### config.mk
export PLATFORM = sky130hd
export DESIGN_NAME = pqd_mac
export DESIGN_NICKNAME = d
export VERILOG_FILES = /design/src/hw/rtl/pqd_pkg.sv /design/src/hw/rtl/pqd_mac.sv
export SDC_FILE = /design/constraint.sdc
export NUM_CORES = 1
export LEC_CHECK = 0
export ABC_AREA = 1
export BUFFER_PORTS_ARGS = -buffer_cell sky130_fd_sc_hd__buf_2
export CAP_MARGIN = 25
export CORE_MARGIN = 1.5
export CORE_UTILIZATION = 65
export DETAILED_ROUTE_END_ITERATION = 10
export MAX_ROUTING_LAYER = met4
export PLACE_DENSITY = 0.84
export SYNTH_ARGS = -nofsm -noshare
export SYNTH_HDL_FRONTEND = slang
export SYNTH_SLANG_ARGS = --single-unit
### constraint.sdc
create_clock -name clock -period 9.28 [get_ports clock]
set_clock_uncertainty 0.1 [all_clocks]
set_input_delay 1.392 -clock clock [delete_from_list [all_inputs] [get_ports clock]]
set_output_delay 1.392 -clock clock [all_outputs]
set_load 0.02 [all_outputs]
### src/hw/rtl/pqd_pkg.sv
// Shared types and constants of the product quantizer distance block.
// No dependencies.
`default_nettype none
package pqd_pkg;

   localparam int VALUE_W    = 16;
   localparam int SQ_W       = 32;
   localparam int SUM_W      = 39;
   localparam int RUN_W      = 40;
   localparam int SUB_DIMS_W = 5;
   localparam int EPOCH_W    = 8;
   localparam int SUB_IDX_W  = 3;
   localparam int CLU_W      = 8;
   localparam int DIM_W      = 4;
   localparam logic [SUB_DIMS_W-1:0] SUB_DIMS_RESET = 5'd16;
   localparam logic [RUN_W-1:0]      SUM_MAX = {1'b0, {SUM_W{1'b1}}};

   typedef enum logic [1:0] {
      ACT_CENT  = 2'd0,
      ACT_QUERY = 2'd1,
      ACT_CLEAR = 2'd2,
      ACT_CODE  = 2'd3
   } action_type;

   typedef enum logic [2:0] {
      ST_SWEEP,
      ST_IDLE,
      ST_LOOKUP,
      ST_MAC,
      ST_SUM
   } state_type;

   // control from sequencer to the multiply-accumulate unit
   typedef struct packed {
      logic clear;
      logic issue;
   } mac_ctl_type;

endpackage
`default_nettype wire

### src/hw/rtl/pqd_mac.sv
// Difference, square and accumulate unit for one subvector distance.
// Depends on pqd_pkg.
`default_nettype none
module pqd_mac #(
   parameter int ACC_W = 37
) (
   input  wire logic                         clock,
   input  wire logic                         reset,
   input  wire pqd_pkg::mac_ctl_type         ctl,
   input  wire logic [pqd_pkg::VALUE_W-1:0]  query_data,
   input  wire logic [pqd_pkg::VALUE_W-1:0]  cent_data,
   output logic                              busy,
   output logic      [ACC_W-1:0]             acc
);
   import pqd_pkg::*;

   logic                     rd_v_ff, sq_v_ff;
   logic [SQ_W-1:0]          sq_ff;
   logic [ACC_W-1:0]         acc_ff;
   logic signed [VALUE_W:0]  diff;
   logic signed [2*VALUE_W+1:0] prod;

   // RAM data arrives in the cycle after issue
   assign diff = $signed({query_data[VALUE_W-1], query_data})
               - $signed({cent_data[VALUE_W-1], cent_data});
   assign prod = diff * diff;

   always_ff @(posedge clock) begin
      if (reset) begin
         rd_v_ff <= 1'b0;
         sq_v_ff <= 1'b0;
      end else begin
         rd_v_ff <= ctl.issue;
         sq_v_ff <= rd_v_ff;
      end
   end

   // square register, then accumulate
   always_ff @(posedge clock) begin
      sq_ff <= prod[SQ_W-1:0];
      if (ctl.clear) begin
         acc_ff <= '0;
      end else if (sq_v_ff) begin
         acc_ff <= acc_ff + ACC_W'(sq_ff);
      end
   end

   assign busy = rd_v_ff | sq_v_ff;
   assign acc  = acc_ff;
endmodule
`default_nettype wire

==> results.md, run 1 <==
- CTS sink cnt: 70
- Commonest non-fill, non-tap cell in the layout: inv_1
- Cell mode on critical path: fa_1
- CTS resizes: 0
- RSZ-0062 raised after global routing: false
- 1st-pass router iterations: 6
- CP Launch Type: input port
- Ys flop type: dfxtp_1
- Share of layout cells above drive strength 1: under 10%
- Worst path bufs/invs: 5
- Clk root buf: clkbuf_16
- Hold-fix buffers at CTS: 0
- Final setup violation count: 0
- Final RePlAce weighted congestion: between 0.9 and 1
- Initial DRC Count: 1019
- DP Area: 15500 µm²
- Antenna Violating Nets Remaining: 0
- Outcome: finished clean
- Number of global-route vias before repair: 13400
- H-tree depth: 3
- Routed len/inst: roughly 16 µm
- Synth cell types: 54
- CP top delay family: adder cells
- CTS tree: done
- Commonest cells after routing, fill and taps aside: 497 x inv_1, 331 x nand2_1, 263 x nor2_1
- Die width: 154 µm
- Tcrit/Tclk final: 94.7%
- Diodes inserted: 0
- Post-detail-place hpwl: 32600 µm
- Largest stage delay, worst path: roughly 600 ps
- Die Y: approximately 150 µm
- Worst endpoint required time: 9460 ps
- CTS Buf Count: 9
- Syn Inst Count: 1959
- Worst Setup Path Type: in2reg
- Final Max Slew Viols: 0
- Synth Net Count: 2380
- Post-route cell area: approximately 16000 µm²
- Worst Path Arrival: 8960 ps
- Die Area: 23700 µm²
- Worst skew pair latency: ~350 ps
- Port Buffer Count: 73
- Routed WL: 38100 µm
- #FFs+latches synth: 70
- Post-CTS Repair Setup Buffers: 0
- Total number of vias: approximately 13000
- Worst-path clk slew: 60 ps
- Final Non-Filler Cells: around 2300
- Post-Syn Area: approximately 15000 µm²
- Max-cap viol count: 0
- Slowest cell on the critical path: fa_1
- Ys async rst share: 0%
- First-pass GRT wire length: about 64000 µm
- DRC: 0
- Normalized max-slew margin: 48.5%
- Cells after DPL: 2302
- Layout overhead on the synthesized area: 6.84%
- EDFF count, synth: 0
- Synth warnings: 0
- CORE AREA: 22500 µm²
- Vias per cell: ~5.5
- Number of antenna violations at the first check in global routing: 0
- Maximum operating frequency: 114 MHz
- Mean post-synth cell area: 7.57 µm²
- Number of I/O pins: 74
- Pin count of the biggest net entering global routing: 57
- Overall Global Routing Usage: 35.4%
- Fin crit period: between 8000 and 9000 ps
- Crit path max fanout: 9
- Number of placement rows: 55
- Worst slew pin tran: 773 ps
- CTS Buffer Depth: 2
- Hold Crit Class: reg2reg
- Crit. End Element: flip-flop
- Fin Setup TNS: 0 ps
- Grt ovf: 0
- Sequential share of the synthesized area: about a tenth
- Final nets: 2449
- Initial Util: 65.9%
- Final Hold Violating Endpoints: 0
[worst register-to-register path, stage by stage (launching register included)]
cell     delay, ps
dfxtp_1        360
ha_1           250
ha_1           210
nand3_1         90
nand2_1        140
nand3_1        130
o21ai_0        470
nand2_1        260
nand3_1        140
nand3_1         80
nand2_1         90
inv_1           40
[final timing paths]
kind	startpoint	to	slack, ps	cells past startpoint
hold reg to reg	rd_v_ff$_SDFF_PP0_	sq_v_ff$_SDFF_PP0_	330	2
setup reg to reg	sq_ff[0]$_DFF_P_	acc[28]$_SDFFE_PP0P_	6840	11
hold / removal	rd_v_ff$_SDFF_PP0_	sq_v_ff$_SDFF_PP0_	330	2
setup / recovery	query_data[0]	sq_ff[24]$_DFF_P_	490	31
[metal layers]
layer | part of all wire (%) | vias to the layer above | global-route usage (%)
met5 | 0 | - | -
met4 | 2.8 | 0 | 10.4
met3 | 8.1 | 99 | 6.43
met2 | 48 | 512 | 59.3
met1 | 41 | 6090 | 44.1
li1 | - | 5987 | -
[synth_stat cells, types with 2 or more instances]
master,count,area (µm²)
a21boi_0,3,22.5
a21boi_1,2,15.0
a21o_1,5,37.5
a21o_2,2,17.5
a21oi_1,83,415
and3_1,4,25.0
buf_1,5,18.8
buf_2,9,45.0
buf_6,5,56.3
clkbuf_1,13,48.8
dfxtp_1,70,1400
fa_1,260,5200
ha_1,125,1560
inv_1,497,1870
inv_2,5,18.8
nand2_1,331,1240
nand2_2,3,18.8
nand3_1,77,385
nand3_2,2,20.0
nand3b_1,3,22.5
nand4_1,10,62.6
nor2_1,263,987
nor2_2,3,18.8
nor2_4,4,45.0
nor3_1,10,50.1
nor3b_1,2,15.0
nor4_1,2,12.5
o211ai_1,5,37.5
o21a_1,2,15.0
o21ai_0,71,355
o21bai_1,7,52.6
o221ai_1,3,26.3
or2_2,2,12.5
xnor2_1,15,131
xor2_1,33,289
xor2_2,4,65.1
xor2_4,2,55.1
[through the flow]
stage,setup WS (ps),hold slack [ps],utilization (%)
final,494,327,70.4
after detailed placement,254,323,68.9
after CTS,586,333,70.4
after global placement,407,320,68.9
after global routing,180,352,70.4
after floorplan,1440,310,-
[sequential cells by signal, summed over array words and instances (netlist names)]
name,cells
sq_v_ff,1
acc,37
sq_ff,31
rd_v_ff,1
[cell families after synthesis]
family	after synthesis	share of synthesized area [%]
AND/OR/NAND/NOR	719	19.9
buffers and inverters	537	14.0
adder cells (fa/ha/maj)	385	45.7
AO/OA/AOI/OAI	194	7.42
flip-flops	70	9.45
XOR/XNOR	54	3.65
[final cells by class]
type | count | area (µm²)
Tap cell | 285 | 357
Fill cell | 1854 | 6660
Timing Repair Buffer | 92 | 508
Clock inverter | 7 | 105
Inverter | 503 | 1890
Multi-Input combinational cell | 1352 | 11400
Sequential cell | 70 | 1400
Clock buffer | 9 | 225
Power of run 1 is left out: the tool's default activity adds up to more than one toggle a clock period on the data nets, which glitch-free logic cannot reach.
==> inputs of run 2 (changes only) <==
--- a/config.mk
+++ b/config.mk
@@ -8,11 +8,13 @@
 export ABC_AREA = 1
 export BUFFER_PORTS_ARGS = -buffer_cell sky130_fd_sc_hd__buf_2
 export CAP_MARGIN = 25
+export CORE_ASPECT_RATIO = 0.9
 export CORE_MARGIN = 1.5
 export CORE_UTILIZATION = 65
 export DETAILED_ROUTE_END_ITERATION = 10
 export MAX_ROUTING_LAYER = met4
 export PLACE_DENSITY = 0.84
+export RECOVER_POWER = 100
 export SYNTH_ARGS = -nofsm -noshare
 export SYNTH_HDL_FRONTEND = slang
 export SYNTH_SLANG_ARGS = --single-unit
==> results.md, run 2 (synthesis gave the netlist of run 1 again) <==
- Number of I/O pins: 74 (unchanged)
- Max reg flops: 37 (unchanged)
- H-tree depth: 3 (unchanged)
- CTS Buffer Depth: 2 (unchanged)
- DRC: 0 (unchanged)
- RSZ-0062 raised after global routing: false
- Fin Setup TNS: 0 ps (unchanged)
- Routed len/inst: 16.3 µm (-0.73%)
- Fill count: 1865 (+0.59%)
- Clk root buf: clkbuf_16
- Number of global-route vias before repair: 12900 (-3.7%)
- Pin count of the biggest net entering global routing: 57 (unchanged)
- Worst endpoint required time: 9420 ps (-40 ps)
- Pre-CTS setup slack: -47.0 ps (-301 ps)
- Cells after DPL: 2316 (+0.61%)
- Post-detail-place hpwl: 32500 µm (-0.22%)
- Commonest non-fill, non-tap cell in the layout: inv_1
- Worst slew pin tran: 2550 ps (+1780 ps)
- Initial Util: 66.1% (+0.17 points)
- Hold-fix buffers at CTS: 0 (unchanged)
- Grt ovf: 0 (unchanged)
- Total number of vias: 12700 (-0.24%)
- Cell mode on critical path: fa_1
- Final nets: 2451 (+0.082%)
- CP Launch Type: input port
- Die width: 162 µm (+5.3%)
- Final Max Slew Viols: 84 (+84)
- 1st-pass router iterations: 6 (unchanged)
- Hold Crit Class: reg2reg
- Fin worst setup slack: 465 ps (-28.5 ps)
- CTS resizes: 0 (unchanged)
- Outcome: finished, violations left
- Layout overhead on the synthesized area: 6.45%
- Crit. End Element: flip-flop
- CTS Buf Count: 9 (unchanged)
- Worst Path Arrival: 8950 ps (about the same)
- Maximum operating frequency: 113 MHz (-0.32%)
- Worst skew pair latency: 340 ps (about the same)
- Die Area: 23700 µm² (about the same)
- Number of placement rows: 52 (-5.5%)
- Antenna Violating Nets Remaining: 0 (unchanged)
- Max-cap viol count: 2 (+2)
- Final setup violation count: 0 (unchanged)
- Worst-path clk slew: 70 ps (about the same)
- Fin crit period: 8810 ps (+28.5 ps)
- Port Buffer Count: 73 (unchanged)
- Tcrit/Tclk final: 95.0% (+0.31 points)
- Crit path max fanout: 13 (+4)
- Slowest cell on the critical path: fa_1
- CTS sink cnt: 70 (unchanged)
- Normalized max-slew margin: -70.0% (-120 points)
- Final Non-Filler Cells: 2333 (+0.65%)
- Final core occ: 70.3% (-0.080 points)
- Die Y: 146 µm (-5.0%)
- Number of antenna violations at the first check in global routing: 1 (+1)
- Post-CTS Repair Setup Buffers: 0 (unchanged)
- Initial DRC Count: 1103 (+8.2%)
- CTS tree: done
- Worst Setup Path Type: in2reg
- First-pass GRT wire length: 63200 µm (-1.3%)
- Overall Global Routing Usage: 35.3% (-0.16 points)
- Failing checks: capacitance limit, slew limit
- Largest stage delay, worst path: 640 ps (+40 ps)
- Final RePlAce weighted congestion: 1.00 (+2.5%)
- Final Hold Violating Endpoints: 0 (unchanged)
- Vias per cell: 5.43 (-0.89%)
- Routed WL: 38100 µm (about the same)
- CORE AREA: 22400 µm² (-0.25%)
- Commonest cells after routing, fill and taps aside: 496 x inv_1, 332 x nand2_1, 263 x nor2_1
- Share of layout cells above drive strength 1: 5.16% (-1.8 points)
run 2: cell types whose count changed in the layout (fill, tap and decap cells not counted), moves of 2 or more:
| cell | previous run | this run |
|---|---|---|
| bufinv_16 | 2 | 0 |
| a21boi_0 | 3 | 5 |
| clkbuf_1 | 0 | 40 |
| a21boi_1 | 2 | 0 |
| clkinvlp_4 | 1 | 3 |
| buf_2 | 73 | 35 |
run 2: per-layer routing:
metal / vias up / track usage, % / part of all wire [%]
met5: - / - / 0
met4: 0 / 9.13 / 3.0
met3: 95 / 8.15 / 10
met2: 563 / 53.7 / 45
met1: 6002 / 47.8 / 42
li1: 5997 / - / -
run 2: final timing paths:
check                                       endpoint  slack, ps                from  cells after the start
worst max-delay path               sq_ff[25]$_DFF_P_        470       query_data[0]                     32
worst min-delay path              sq_v_ff$_SDFF_PP0_        330  rd_v_ff$_SDFF_PP0_                      2
worst max register to register  acc[13]$_SDFFE_PP0P_       5360  sq_v_ff$_SDFF_PP0_                      6
worst min register to register    sq_v_ff$_SDFF_PP0_        330  rd_v_ff$_SDFF_PP0_                      2
run 2: metrics by stage:
step	hold WS (ps)	cell area, µm²
6_report	334	15800
5_1_grt	348	15800
4_1_cts	338	15800
3_5_place_dp	328	15500
3_3_place_gp	313	15500
2_1_floorplan	310	14800
run 2: worst max-delay path: cells and delay by family:
family	cells	cell delay, ps
buf+inv	8	980
compound gates	3	920
simple gates	11	1400
fa+ha+maj	9	4100
xor+xnor	1	140
run 2: area by class of cell:
cell class | instances | area [µm²] | share of cell area (%)
timing repair buffer | 94 | 468 | 2.96
inverter | 503 | 1890 | 12.0
clock inverter | 7 | 63.8 | 0.404
antenna | 1 | 2.50 | 0.0159
sequential | 70 | 1400 | 8.89
clock buffer | 9 | 225 | 1.43
multi-input combinational | 1352 | 11400 | 72.0
tap | 297 | 372 | 2.35
Power of run 2 is left out for the same reason.
